<file path="src/sv/mctp_pkg.sv">
// Shared types, constants and helpers for the multicore copy tiling planner.
// No dependencies; every other file imports this package.
package mctp_pkg;

  localparam int CountW = 40;
  localparam int TileW  = 24;
  localparam int CoreW  = 8;
  localparam int BufW   = 25;
  localparam int CodeW  = 2;

  localparam logic [BufW-1:0]  BufMax     = 25'd16777216;
  localparam logic [BufW-1:0]  ReserveB   = 25'd8192;
  localparam logic [BufW-1:0]  BufReset   = 25'd196608;
  localparam logic [CoreW-1:0] CoreReset  = 8'd48;
  localparam logic [11:0]      MinChunkB  = 12'd2048;
  localparam logic [5:0]       BlockB     = 6'd32;

  typedef enum logic [2:0] {
    STAT_OK, STAT_NO_CORES, STAT_SMALL_BUF, STAT_SINGLE, STAT_NO_ROOM, STAT_ADJ_BAD
  } status_t;

  typedef enum logic [0:0] {CFG_BUF, CFG_CORES} cfg_idx_t;

  typedef enum logic [3:0] {
    PH_IDLE, PH_LOOPS, PH_PER, PH_USED, PH_PERC, PH_LASTC, PH_CHECK,
    PH_REM, PH_ALT, PH_ADJ, PH_OUT
  } phase_t;

  typedef struct packed {
    logic [CountW-1:0] count;
    logic [CodeW-1:0]  code;
    logic [CoreW-1:0]  cores;
    logic [TileW-1:0]  maxf;
    logic [TileW-1:0]  tile;
    status_t           status;
    logic              fast;
  } job_t;

  function automatic logic [TileW-1:0] blk_mask(input logic [CodeW-1:0] code);
    logic [5:0] blk;
    blk = BlockB >> code;
    return TileW'(blk - 6'd1);
  endfunction

endpackage

</file>
<file path="src/sv/multicore_copy_tiling_planner.sv">
// Top level of the multicore copy tiling planner.
// Depends on mctp_pkg, mctp_front, mctp_queue and mctp_back.
//
// A job whose answer follows from the checks alone (no cores, small buffer, empty job,
// single core, no tile room) skips the divider and goes straight to the result. A job
// that is planned runs four divisions on a shared 40-step divider, and a re-plan adds
// up to two more divisions and a second spread.
// A two-entry queue takes new jobs while one is planned, and a full result waits in the
// output register while the next job is planned.
module multicore_copy_tiling_planner import mctp_pkg::*; (
  input  logic         clk,
  input  logic         rst_n,
  input  logic         cfg_valid,
  output logic         cfg_ready,
  input  logic         cfg_index,
  input  logic [24:0]  cfg_data,
  input  logic         in_tvalid,
  output logic         in_tready,
  // element_count[39:0], element_size_log2[41:40]
  input  logic [47:0]  in_tdata,
  output logic         out_tvalid,
  input  logic         out_tready,
  // status[2:0], tile_key[4:3], cores_used[12:5], tile_elements[36:13],
  // tiles_per_core[76:37], tiles_last_core[116:77], last_tile_elements[140:117]
  output logic [143:0] out_tdata
);

  job_t job, head;
  logic full, q_valid, q_pop;

  assign in_tready = !full;

  mctp_front u_front (
    .clk(clk), .rst_n(rst_n), .cfg_valid(cfg_valid), .cfg_ready(cfg_ready),
    .cfg_index(cfg_index), .cfg_data(cfg_data), .count(in_tdata[39:0]),
    .code(in_tdata[41:40]), .job(job)
  );

  mctp_queue u_queue (
    .clk(clk), .rst_n(rst_n), .push(in_tvalid && !full), .push_job(job), .full(full),
    .pop(q_pop), .valid(q_valid), .head(head)
  );

  mctp_back u_back (
    .clk(clk), .rst_n(rst_n), .q_valid(q_valid), .q_head(head), .q_pop(q_pop),
    .out_tvalid(out_tvalid), .out_tready(out_tready), .out_tdata(out_tdata)
  );

`ifndef SYNTHESIS
  a_err_zero: assert property (@(posedge clk) disable iff (!rst_n)
    out_tvalid && out_tdata[2:0] != STAT_OK |-> out_tdata[140:5] == '0)
    else $error("error result carries nonzero plan fields");
  a_tile_cores: assert property (@(posedge clk) disable iff (!rst_n)
    out_tvalid && out_tdata[2:0] == STAT_OK && out_tdata[36:13] != '0
      |-> out_tdata[12:5] != '0)
    else $error("planned job reports no cores");
  a_last_core: assert property (@(posedge clk) disable iff (!rst_n)
    out_tvalid && out_tdata[76:37] != '0
      |-> out_tdata[116:77] != '0 && out_tdata[116:77] <= out_tdata[76:37])
    else $error("last core tile count out of range");
`endif

endmodule

</file>
<file path="src/sv/mctp_front.sv">
// Front end: configuration registers and classification of incoming jobs.
// Depends on mctp_pkg.
module mctp_front import mctp_pkg::*; (
  input  logic              clk,
  input  logic              rst_n,
  input  logic              cfg_valid,
  output logic              cfg_ready,
  input  logic              cfg_index,
  input  logic [BufW-1:0]   cfg_data,
  input  logic [CountW-1:0] count,
  input  logic [CodeW-1:0]  code,
  output job_t              job
);

  logic [BufW-1:0]  lbb_r;
  logic [CoreW-1:0] cores_r;
  logic [BufW-1:0]  ub;
  logic [BufW-1:0]  room;
  logic [TileW-1:0] maxf;
  logic [TileW-1:0] mask;
  logic [TileW-1:0] fm;
  logic [TileW-1:0] fa;

  assign cfg_ready = 1'b1;

  always_ff @(posedge clk) begin
    if (!rst_n) begin
      lbb_r   <= BufReset;
      cores_r <= CoreReset;
    end else if (cfg_valid) begin
      if (cfg_index == CFG_BUF) begin
        lbb_r <= cfg_data;
      end else begin
        cores_r <= cfg_data[CoreW-1:0];
      end
    end
  end

  always_comb begin
    ub   = (lbb_r > BufMax) ? BufMax : lbb_r;
    room = (ub > ReserveB) ? (ub - ReserveB) : '0;
    maxf = TileW'((room >> 1) >> code);
    mask = blk_mask(code);
    fm   = (count < {16'd0, maxf}) ? count[TileW-1:0] : maxf;
    fa   = fm & ~mask;
    if (fa == '0) begin
      fa = mask + TileW'(1);
    end
    job.count  = count;
    job.code   = code;
    job.cores  = cores_r;
    job.maxf   = maxf;
    job.tile   = fa;
    job.fast   = 1'b1;
    if (cores_r == '0) begin
      job.status = STAT_NO_CORES;
    end else if (ub <= ReserveB) begin
      job.status = STAT_SMALL_BUF;
    end else if (count == '0) begin
      job.status = STAT_OK;
    end else if (cores_r == 8'd1) begin
      job.status = STAT_SINGLE;
    end else if (maxf == '0) begin
      job.status = STAT_NO_ROOM;
    end else begin
      job.status = STAT_OK;
      job.fast   = 1'b0;
    end
  end

endmodule

</file>
<file path="src/sv/mctp_queue.sv">
// Two-entry job queue between the front end and the planning back end.
// Depends on mctp_pkg.
module mctp_queue import mctp_pkg::*; (
  input  logic clk,
  input  logic rst_n,
  input  logic push,
  input  job_t push_job,
  output logic full,
  input  logic pop,
  output logic valid,
  output job_t head
);

  job_t       mem_r [2];
  logic       wp_r, wp_nxt;
  logic       rp_r, rp_nxt;
  logic [1:0] cnt_r, cnt_nxt;

  assign full  = (cnt_r == 2'd2);
  assign valid = (cnt_r != 2'd0);
  assign head  = mem_r[rp_r];

  always_comb begin
    wp_nxt  = wp_r ^ push;
    rp_nxt  = rp_r ^ pop;
    cnt_nxt = cnt_r + 2'(push) - 2'(pop);
  end

  always_ff @(posedge clk) begin
    if (!rst_n) begin
      wp_r  <= 1'b0;
      rp_r  <= 1'b0;
      cnt_r <= 2'd0;
    end else begin
      wp_r  <= wp_nxt;
      rp_r  <= rp_nxt;
      cnt_r <= cnt_nxt;
    end
  end

  always_ff @(posedge clk) begin
    if (push) begin
      mem_r[wp_r] <= push_job;
    end
  end

endmodule

</file>
<file path="src/sv/mctp_div.sv">
// Shared restoring divider, one quotient bit per cycle, 40-bit operands.
// Depends on mctp_pkg.
module mctp_div import mctp_pkg::*; (
  input  logic              clk,
  input  logic              rst_n,
  input  logic              start,
  input  logic [CountW-1:0] dividend,
  input  logic [CountW-1:0] divisor,
  output logic              done,
  output logic [CountW-1:0] quo,
  output logic [CountW-1:0] rem
);

  logic [CountW-1:0] rem_r, rem_nxt;
  logic [CountW-1:0] quo_r, quo_nxt;
  logic [CountW-1:0] dvs_r;
  logic [5:0]        cnt_r, cnt_nxt;
  logic              busy_r, busy_nxt;
  logic              done_r, done_nxt;
  logic [CountW:0]   sh;
  logic              ge;

  assign done = done_r;
  assign quo  = quo_r;
  assign rem  = rem_r;

  always_comb begin
    sh       = {rem_r, quo_r[CountW-1]};
    ge       = (sh >= {1'b0, dvs_r});
    rem_nxt  = ge ? CountW'(sh - {1'b0, dvs_r}) : sh[CountW-1:0];
    quo_nxt  = {quo_r[CountW-2:0], ge};
    cnt_nxt  = cnt_r + 6'd1;
    busy_nxt = busy_r && (cnt_r != 6'(CountW - 1));
    done_nxt = busy_r && (cnt_r == 6'(CountW - 1));
  end

  always_ff @(posedge clk) begin
    if (!rst_n) begin
      busy_r <= 1'b0;
      done_r <= 1'b0;
      cnt_r  <= '0;
    end else if (start) begin
      busy_r <= 1'b1;
      done_r <= 1'b0;
      cnt_r  <= '0;
    end else begin
      busy_r <= busy_nxt;
      done_r <= done_nxt;
      cnt_r  <= busy_r ? cnt_nxt : cnt_r;
    end
  end

  always_ff @(posedge clk) begin
    if (start) begin
      rem_r <= '0;
      quo_r <= dividend;
      dvs_r <= divisor;
    end else if (busy_r) begin
      rem_r <= rem_nxt;
      quo_r <= quo_nxt;
    end
  end

endmodule

</file>
<file path="src/sv/mctp_back.sv">
// Back end: plan sequencer that drives the shared divider and holds the result word.
// Depends on mctp_pkg and mctp_div.
module mctp_back import mctp_pkg::*; (
  input  logic         clk,
  input  logic         rst_n,
  input  logic         q_valid,
  input  job_t         q_head,
  output logic         q_pop,
  output logic         out_tvalid,
  input  logic         out_tready,
  output logic [143:0] out_tdata
);

  phase_t            ph_r, ph_nxt;
  job_t              job_r;
  status_t           stat_r;
  logic [TileW-1:0]  f_r;
  logic [CountW-1:0] loops_r, per_r, pc_r, lc_r;
  logic [CoreW-1:0]  used_r;
  logic [TileW-1:0]  lt_r;
  logic              pass2_r, go_r, out_valid_r;
  logic [143:0]      out_data_r;

  logic              div_start, div_done;
  logic [CountW-1:0] div_a, div_b, div_q, div_rm, qc;
  logic              is_div, load_out, adj_ok;
  logic [TileW-1:0]  mask, chunk, f_adj;
  logic [CountW:0]   fb, fc;
  logic [47:0]       prod;
  logic [143:0]      res;

  mctp_div u_div (
    .clk(clk), .rst_n(rst_n), .start(div_start), .dividend(div_a), .divisor(div_b),
    .done(div_done), .quo(div_q), .rem(div_rm)
  );

  assign out_tvalid = out_valid_r;
  assign out_tdata  = out_data_r;
  assign q_pop      = (ph_r == PH_IDLE) && q_valid;
  assign load_out   = (ph_r == PH_OUT) && (!out_valid_r || out_tready);

  always_comb begin
    is_div = (ph_r == PH_LOOPS) || (ph_r == PH_PER) || (ph_r == PH_USED) ||
             (ph_r == PH_PERC) || (ph_r == PH_REM) || (ph_r == PH_ALT);
    div_start = is_div && !go_r;
    qc   = div_q + CountW'(div_rm != '0);
    mask = blk_mask(job_r.code);
    chunk = TileW'(MinChunkB >> job_r.code);
    fb   = ({1'b0, div_q} + (CountW+1)'(mask)) & ~((CountW+1)'(mask));
    fc   = (fb < (CountW+1)'(chunk)) ? (CountW+1)'(chunk) : fb;
    f_adj = (fc > (CountW+1)'(job_r.maxf)) ? (job_r.maxf & ~mask) : fc[TileW-1:0];
    adj_ok = (f_adj != '0);
    prod = 48'(used_r - 8'd1) * 48'(pc_r);
    case (ph_r)
      PH_LOOPS: begin div_a = job_r.count; div_b = CountW'(f_r);           end
      PH_PER:   begin div_a = loops_r;     div_b = CountW'(job_r.cores);   end
      PH_USED:  begin div_a = loops_r;     div_b = per_r;                  end
      PH_PERC:  begin div_a = loops_r;     div_b = CountW'(used_r);        end
      PH_REM:   begin div_a = job_r.count; div_b = CountW'(job_r.cores);   end
      PH_ALT:   begin div_a = job_r.count; div_b = CountW'(job_r.cores - 8'd1); end
      default:  begin div_a = job_r.count; div_b = CountW'(f_r);           end
    endcase
  end

  always_comb begin
    ph_nxt = ph_r;
    case (ph_r)
      PH_IDLE:  if (q_valid) ph_nxt = q_head.fast ? PH_OUT : PH_LOOPS;
      PH_LOOPS: if (go_r && div_done) ph_nxt = PH_PER;
      PH_PER:   if (go_r && div_done) ph_nxt = PH_USED;
      PH_USED:  if (go_r && div_done) ph_nxt = PH_PERC;
      PH_PERC:  if (go_r && div_done) ph_nxt = PH_LASTC;
      PH_LASTC: ph_nxt = PH_CHECK;
      PH_CHECK: begin
        if (pass2_r || used_r == job_r.cores || pc_r > CountW'(1)) begin
          ph_nxt = PH_OUT;
        end else begin
          ph_nxt = PH_REM;
        end
      end
      PH_REM:   if (go_r && div_done) ph_nxt = (div_rm == '0) ? PH_ADJ : PH_ALT;
      PH_ALT:   if (go_r && div_done) ph_nxt = PH_ADJ;
      PH_ADJ:   ph_nxt = adj_ok ? PH_LOOPS : PH_OUT;
      PH_OUT:   if (load_out) ph_nxt = PH_IDLE;
      default:  ph_nxt = PH_IDLE;
    endcase
  end

  always_comb begin
    res = '0;
    res[2:0] = stat_r;
    res[4:3] = job_r.code;
    if (stat_r == STAT_OK) begin
      if (job_r.fast) begin
        res[12:5] = 8'd1;
      end else begin
        res[12:5]    = used_r;
        res[36:13]   = f_r;
        res[76:37]   = pc_r;
        res[116:77]  = lc_r;
        res[140:117] = lt_r;
      end
    end
  end

  always_ff @(posedge clk) begin
    if (!rst_n) begin
      ph_r        <= PH_IDLE;
      go_r        <= 1'b0;
      out_valid_r <= 1'b0;
    end else begin
      ph_r <= ph_nxt;
      if (div_start) begin
        go_r <= 1'b1;
      end else if (div_done) begin
        go_r <= 1'b0;
      end
      if (load_out) begin
        out_valid_r <= 1'b1;
      end else if (out_tready) begin
        out_valid_r <= 1'b0;
      end
    end
  end

  always_ff @(posedge clk) begin
    if (load_out) begin
      out_data_r <= res;
    end
    case (ph_r)
      PH_IDLE: begin
        if (q_valid) begin
          job_r   <= q_head;
          stat_r  <= q_head.status;
          f_r     <= q_head.tile;
          pass2_r <= 1'b0;
        end
      end
      PH_LOOPS: if (go_r && div_done) begin
        loops_r <= qc;
        lt_r    <= (div_rm == '0) ? f_r : div_rm[TileW-1:0];
      end
      PH_PER:   if (go_r && div_done) per_r  <= qc;
      PH_USED:  if (go_r && div_done) used_r <= qc[CoreW-1:0];
      PH_PERC:  if (go_r && div_done) pc_r   <= qc;
      PH_LASTC: lc_r <= loops_r - prod[CountW-1:0];
      PH_ADJ: begin
        if (adj_ok) begin
          f_r     <= f_adj;
          pass2_r <= 1'b1;
        end else begin
          stat_r <= STAT_ADJ_BAD;
        end
      end
      default: ;
    endcase
  end

endmodule

</file>
<file path="config.mk">
export PLATFORM = sky130hd
export DESIGN_NAME = multicore_copy_tiling_planner
export DESIGN_NICKNAME = d
export VERILOG_FILES = /design/src/sv/mctp_pkg.sv /design/src/sv/multicore_copy_tiling_planner.sv /design/src/sv/mctp_front.sv /design/src/sv/mctp_queue.sv /design/src/sv/mctp_div.sv /design/src/sv/mctp_back.sv
export SDC_FILE = /design/constraint.sdc
export NUM_CORES = 2
export LEC_CHECK = 0
export BUFFER_PORTS_ARGS = -buffer_cell sky130_fd_sc_hd__buf_2
export CORE_MARGIN = 10
export CORE_UTILIZATION = 55
export DETAILED_ROUTE_END_ITERATION = 8
export GPL_TIMING_DRIVEN = 0
export PLACE_DENSITY = 0.72
export SYNTH_ARGS = -nofsm -noshare
export SYNTH_HDL_FRONTEND = slang
export SYNTH_HIERARCHICAL = 1
export SYNTH_SLANG_ARGS = --single-unit
export TNS_END_PERCENT = 10
</file>
<file path="constraint.sdc">
create_clock -name clk -period 16.1 [get_ports clk]
set_input_delay 0.805 -clock clk [delete_from_list [all_inputs] [get_ports clk]]
set_output_delay 0.805 -clock clk [all_outputs]
set_load 0.02 [all_outputs]
</file>
# ---- After elaboration in Yosys (flattened, before gate mapping)
# Memories as Yosys holds them, arrays and structs flattened. A register that Yosys moved wholly into a read port is not among the register bits.
# Cells that the tools add are included.
dict set report word_totals {
  register_bits 607
  mem_bits_rw 204
  output_inout_bits 147
  memories 1
}
# name depth word_bits read_ports rd_ports_with_merged_regs write_ports line_no
set memory_table {}
lappend memory_table {u_queue.mem_r 2 102 1 1 1 mctp_queue.sv:14} ;# job_t mem_r [2];
dict set report classes {
  n_addsub 13
  mul 1
  magnitude_cmp 8
  eq_ne 25
  shift 4
  n_mux 53
  bitwise_logic 11
  n_reduce_logical 46
}
# cell n
set ops {}
lappend ops {{40-bit two-way mux} 4}
lappend ops {{40-bit one-hot mux with 4 select lines} 1}
lappend ops {{24-bit two-way mux} 6}
lappend ops {{40-bit zero test} 2}
lappend ops {{40-bit subtractor} 2}
lappend ops {{25-bit two-way mux} 2}
lappend ops {{24-bit bitwise AND} 2}
lappend ops {{24-bit zero test} 2}
lappend ops {{48-bit by 40-bit multiplier with 40-bit output} 1}
lappend ops {{24-bit NOT} 2}
lappend ops {{24-bit one-hot mux with 2 select lines} 1}
lappend ops {{4-bit two-way mux} 11}
lappend ops {{4-bit one-hot mux with 11 select lines} 1}
lappend ops {{40-bit by 24-bit adder with 41-bit output} 1}
lappend ops {{41-bit bitwise AND} 1}
lappend ops {{41-bit by 40-bit >= comparator with 1-bit output} 1}
lappend ops {{41-bit by 24-bit greater-than comparator with 1-bit output} 1}
lappend ops {{41-bit by 24-bit < comparator with 1-bit output} 1}
lappend ops {{41-bit two-way mux} 1}
lappend ops {{24-bit NOT with 41-bit output} 1}
lappend ops {{40-bit by 1-bit adder with 40-bit output} 1}
lappend ops {{40-bit by 1-bit greater-than comparator with 1-bit output, second input constant} 1}
lappend ops {{40-bit by 24-bit < comparator with 1-bit output} 1}
lappend ops {{40-bit nonzero test} 1}
lappend ops {{43 further kinds} 113}

# ---- Longest topological paths before layout
dict set report logic_depth {
  ltp_word 11
  ltp_mapped 37
  ltp_nobuf 31
}

# ---- Hierarchy
# The synthesis kept the hierarchy.
# mod n_inst cells_per_inst area_per_inst_um2 seq_area_each_um2
set by_module_without_submodules {}
lappend by_module_without_submodules {mctp_back 1 2853 31778.0 13212.7}
lappend by_module_without_submodules {mctp_queue 1 338 7918.8 6226.0}
lappend by_module_without_submodules {mctp_div 1 727 7364.6 3363.2}
lappend by_module_without_submodules {mctp_front 1 627 4256.6 660.6}
lappend by_module_without_submodules {multicore_copy_tiling_planner 1 2 10.0 0.0}

# ---- Least setup slack after synthesis
# OpenSTA, ideal clock, no wires.
dict set report synth_path {
  path_kind {flip-flop to flip-flop}
  from {reg u_back/job_r[60] in the netlist's numbering}
  to {reg u_back.f_r[0], enable pin}
  setup_ns 0.414
  t_arrival_ns 8.673
  required_time_ns 15.686
  slack_ns 7.013
  path_stages_with_launch 32
  n_path_buf 5
  period_less_slack_ns 9.087
  cell_sequence {edfxtp_1 > clkbuf_1 > nand2b_1 > ha_1 > nand2_1 > clkbuf_1 > inv_1 > clkbuf_1 > ha_1 > a21oi_2 > o21a_1 > o221ai_1 > or3_2 > a211o_1 > o41ai_1 > nand2_1 > and4bb_1 > buf_1 > mux2i_1 > ha_1 > a21oi_1 > o21ai_0 > a211oi_1 > and3_1 > o31ai_1 > o211ai_1 > nand3b_1 > or4_1 > buf_2 > and4b_1 > o2111ai_2 > a21boi_1}
}
dict set report synth_via {
  elab_chain_cells 11
  word_cells_on_any_way 15
  classes_between {add/sub: 2; order compare: 2; eq/ne: 1; shift: 2; mux: 2; bitwise: 4; reduce/logical: 2}
}
# element line_no
set synth_rtl {}
lappend synth_rtl {{start, declared} mctp_back.sv:15} ;# job_t job_r;
lappend synth_rtl {{start signal, assigned} mctp_back.sv:133} ;# job_r <= q_head;
lappend synth_rtl {{6-bit by 2-bit >> shifter with 6-bit output} mctp_pkg.sv:41} ;# blk = BlockB >> code;
lappend synth_rtl {{6-bit by 1-bit subtractor with 7-bit output} mctp_pkg.sv:42} ;# return TileW'(blk - 6'd1);
lappend synth_rtl {{40-bit by 24-bit adder with 41-bit output or 24-bit NOT with 41-bit output (tied branches)} mctp_back.sv:49} ;# fb = ({1'b0, div_q} + (CountW+1)'(mask)) & ~((CountW+1)'(mask));
lappend synth_rtl {{41-bit bitwise AND} mctp_back.sv:49}
lappend synth_rtl {{41-bit by 24-bit < comparator with 1-bit output} mctp_back.sv:50} ;# fc = (fb < (CountW+1)'(chunk)) ? (CountW+1)'(chunk) : fb;
lappend synth_rtl {{41-bit two-way mux} mctp_back.sv:50}
lappend synth_rtl {{41-bit by 24-bit greater-than comparator with 1-bit output} mctp_back.sv:51} ;# f_adj = (fc > (CountW+1)'(job_r.maxf)) ? (job_r.maxf & ~mask) : fc[TileW-1:0];
lappend synth_rtl {{24-bit two-way mux (*)} mctp_back.sv:51}
lappend synth_rtl {{24-bit nonzero test (*)} mctp_back.sv:52} ;# adj_ok = (f_adj != '0);
lappend synth_rtl {{2-bit by 1-bit != test with 1-bit output (no line) (*)} -}
lappend synth_rtl {{3-bit AND reduction (no line) (*)} -}
lappend synth_rtl {{end signal, assigned} mctp_back.sv:135} ;# f_r <= q_head.tile;
lappend synth_rtl {{end signal, assigned} mctp_back.sv:149} ;# f_r <= f_adj;
lappend synth_rtl {{end, declared} mctp_back.sv:17} ;# logic [TileW-1:0] f_r;
# Mark *: on every way between the ends. The rest lies on a longest branch, timed or not.
# A chain may end at the register's enable or synchronous reset.

# ---- Worst setup path after layout
dict set report layout_path {
  from {reg u_back.used_r[0]}
  to {reg u_back.lc_r[38], data pin}
}
dict set report layout_via {
  elab_chain_cells 3
}
# element line_no
set layout_rtl {}
lappend layout_rtl {{start, declared} mctp_back.sv:19} ;# logic [CoreW-1:0] used_r;
lappend layout_rtl {{start signal, assigned} mctp_back.sv:144} ;# PH_USED: if (go_r && div_done) used_r <= qc[CoreW-1:0];
lappend layout_rtl {{8-bit by 1-bit subtractor with 9-bit output} mctp_back.sv:53} ;# prod = 48'(used_r - 8'd1) * 48'(pc_r);
lappend layout_rtl {{48-bit by 40-bit multiplier with 40-bit output} mctp_back.sv:53}
lappend layout_rtl {{40-bit subtractor} mctp_back.sv:146} ;# PH_LASTC: lc_r <= loops_r - prod[CountW-1:0];
lappend layout_rtl {{end signal, assigned} mctp_back.sv:146}
lappend layout_rtl {{end, declared} mctp_back.sv:18} ;# logic [CountW-1:0] loops_r, per_r, pc_r, lc_r;
# No other way between the ends.

==> results.sh <==
export IMPL_numPlacedInstances=6039
export IMPL_grt_setup_unrepaired="false"
export IMPL_grt_pass1_vias=36700
export IMPL_clk_pin_slew_ns=0.06
export IMPL_insertion_delay_ns=0.67
export IMPL_htree_levels=3
export IMPL_dp_hpwl_mm=119
export IMPL_ys_types=110
export IMPL_slew_limit_headroom_pct=12.8
export IMPL_p_leak_nw=22.6
export IMPL_ir_worst_vdd_mv=0.114
export IMPL_die_area_um2=106000
export IMPL_grt_max_degree=68
export IMPL_outcome="finished clean"
export IMPL_drive_above_1_share_pct=14.8
export IMPL_yosysSeqAreaShare_pct=45.7
export IMPL_antenna_found_initial=7
export IMPL_cp_max_fo=10
export IMPL_cp_end_kind="register"
export IMPL_place_gp_congestion=0.986
export IMPL_max_freq_mhz=86.7
export IMPL_yosysWarnings=6
export IMPL_dpl_cell_area_um2=54500
export IMPL_vias=36800
export IMPL_power_density_nw_per_um2=161
export IMPL_drt_iter0_drc=3918
export IMPL_clock_path_buffers=3
export IMPL_ctsHoldBuffers=0
export IMPL_cts_resized=0
export IMPL_core_um2=92100
export IMPL_ys_async_sr_fraction_pct=0
export IMPL_syn_mean_instance_area_um2=11.3
export IMPL_fin_util_pct=62.5
export IMPL_synth_edff_count=720
export IMPL_tightestPinTransition_ns=1.30
export IMPL_area_delta_synth_final_pct=12.1
export IMPL_via_per_inst=5.93
export IMPL_finalNonFillerCells=6202
export IMPL_grt_pass1_wl_mm=230
export IMPL_startpoint_type="register"
export IMPL_finalWorstSetupSlack_ns=4.57
export IMPL_syn_inst=4547
export IMPL_cts_setup_buffers=0
export IMPL_top_level_ports=226
export IMPL_root_buffer="clkbuf_16"
export IMPL_fp_dieW_um=325
export IMPL_fin_setup_tns_ns=0
export IMPL_wl_mm=153
export IMPL_io_buffers=214
export IMPL_nets=5449
export IMPL_synth_ff_latch_count=812
export IMPL_ant_nets=0
export IMPL_critical_path_arrival_ns=11.95
export IMPL_initial_utilization_pct=55.7
export IMPL_netlist_area_um2=51300
export IMPL_final_period_utilization_pct=71.6
export IMPL_max_cap_violations=0
export IMPL_finalSetupViolCount=0
export IMPL_rows=111
export IMPL_cts_inserted_buffers=86
export IMPL_cts_sinks=812
export IMPL_drc=0
export IMPL_grtUsageTotal_pct=28.5
export IMPL_design_area_um2=57500
export IMPL_overflow=0
export IMPL_pre_cts_ws_ns=4.94
export IMPL_hold_class="input port to register"
export IMPL_crit_type="register to register"
export IMPL_hold_viol=0
export IMPL_finalMaxSlewViolations=0
export IMPL_tritoncts="yes"
export IMPL_ys_flop_type="edfxtp_1"
export IMPL_final_min_clock_period_ns=11.53
export IMPL_wl_per_cell_um=24.7
export IMPL_worstPathRequired_ns=16.52
export IMPL_die_h_um=325
export IMPL_clock_skew_ns=0.0289
export IMPL_dr_pass1_iters=5
[logic make-up after synthesis]
logic type | share of synthesized area [%]
AND/OR/NAND/NOR | 13.7
XOR/XNOR | 2.89
flip-flops | 45.7
AO/OA/AOI/OAI | 10.3
multiplexers | 5.55
adder cells (fa/ha/maj) | 15.8
buffers and inverters | 5.94
other | 0.0219
[power by group]
| part | internal (mW) | total (mW) | leakage, nW | switching, mW |
|---|---|---|---|---|
| combinational | 1.41 | 3.80 | 13.7 | 2.39 |
| sequential | 2.92 | 3.32 | 7.45 | 0.400 |
| clock | 1.27 | 2.13 | 1.47 | 0.858 |
[worst max-delay path: stages, from the launching register on]
cell      delay [ns]
edfxtp_1        0.34
clkbuf_1        0.88
clkinv_1        0.98
ha_1            0.53
xor2_1          0.41
clkbuf_1        0.80
clkbuf_1        0.80
nand2_1         0.17
fa_1            0.57
fa_1            0.44
fa_1            0.51
inv_1           0.06
fa_1            0.53
inv_1           0.06
fa_1            0.48
ha_1            0.37
a21o_1          0.19
a21o_1          0.21
o31ai_1         0.26
a31oi_1         0.15
a31oi_1         0.63
o21ai_0         0.40
a41oi_1         0.57
o311ai_0        0.33
a31o_2          0.31
a21oi_1         0.19
xnor2_1         0.08
[synth_stat cells, types with 43 or more instances]
cell type,instances,share of area (%)
nor2_1,249,1.8
ha_1,213,5.2
mux2i_1,43,0.84
nor2b_1,193,2.4
mux2_4,80,2.3
xor2_1,74,1.3
nand2_1,324,2.4
fa_1,273,11
a21oi_1,178,1.7
buf_4,51,0.75
nor3_1,58,0.57
nand4_1,63,0.77
a21o_1,107,1.6
edfxtp_1,720,42
nand3_1,62,0.60
nand2b_1,64,0.78
o21ai_0,135,1.3
inv_1,444,3.2
nor4_1,64,0.78
mux2_2,108,2.4
dfxtp_1,92,3.6
xnor2_1,93,1.6
a211oi_1,49,0.72
clkbuf_1,169,1.2
and2_1,172,2.1
[flip-flops by register name, indices dropped and copies added, names as in the netlist, 2 cells and up, named ones only]
| name | flops |
|---|---|
| u_back/f_r | 24 |
| u_back/job_r | 75 |
| u_back/lc_r | 40 |
| u_back/loops_r | 40 |
| u_back/lt_r | 24 |
| u_back/out_tdata | 141 |
| u_back/pc_r | 40 |
| u_back/per_r | 40 |
| u_back/ph_r | 4 |
| u_back/stat_r | 3 |
| u_back/u_div/cnt_r | 6 |
| u_back/u_div/dvs_r | 40 |
| u_back/u_div/quo | 40 |
| u_back/u_div/rem | 40 |
| u_back/used_r | 8 |
| u_front/cores_r | 8 |
| u_front/lbb_r | 25 |
| u_queue/cnt_r | 2 |
| u_queue/mem_r | 204 |
[placed cells by master, fill, tap and decap left out, drive strengths merged, types with 52 or more instances in the layout]
master	instances
a211oi	52
dfxtp	92
mux2	188
nor4	65
and2	173
nand2b	64
nor3	59
a21o	107
clkbuf	268
inv	451
nand4	65
o21ai	136
nand3	62
edfxtp	720
nand2	327
xnor2	93
fa	273
buf	349
nor2b	193
xor2	74
a21oi	180
nor2	251
ha	213
[per-stage QoR]
stage                     power, mW  hold WS, ns
final                          9.25        0.318
after floorplan                5.76        0.424
after CTS                      9.20        0.277
after global placement         7.00        0.461
after global routing           9.71        0.294
after detailed placement       7.04        0.465
[layer usage]
layer / part of all wire [%] / track usage, % / vias to the layer above
met3: 8.8 / 5.77 / 301
met4: 4.0 / 11.0 / 4
met1: 41 / 38.1 / 18200
met2: 46 / 45.3 / 1694
met5: 0.019 / 0 / -
li1: - / - / 16600
[worst paths after layout]
check        cells after the start                    to  slack [ns]        startpoint
max                             26       u_back/lc_r[38]        4.57  u_back/used_r[0]
min                              1  u_queue/mem_r[0][60]        0.32      in_tdata[40]
max reg2reg                     26       u_back/lc_r[38]        4.57  u_back/used_r[0]
min reg2reg                      2      u_front/lbb_r[0]        0.48  u_front/lbb_r[0]
[final cells by class]
class	instances	area [um^2]
clock buffer	99	2240
fill	7328	34500
multi-input combinational	3021	25000
antenna	2	5.00
timing repair buffer	245	1450
sequential	812	23500
inverter	445	1670
buffer	273	1380
tap	1243	1560
clock inverter	62	812
(Power assumes the default switching activity.)
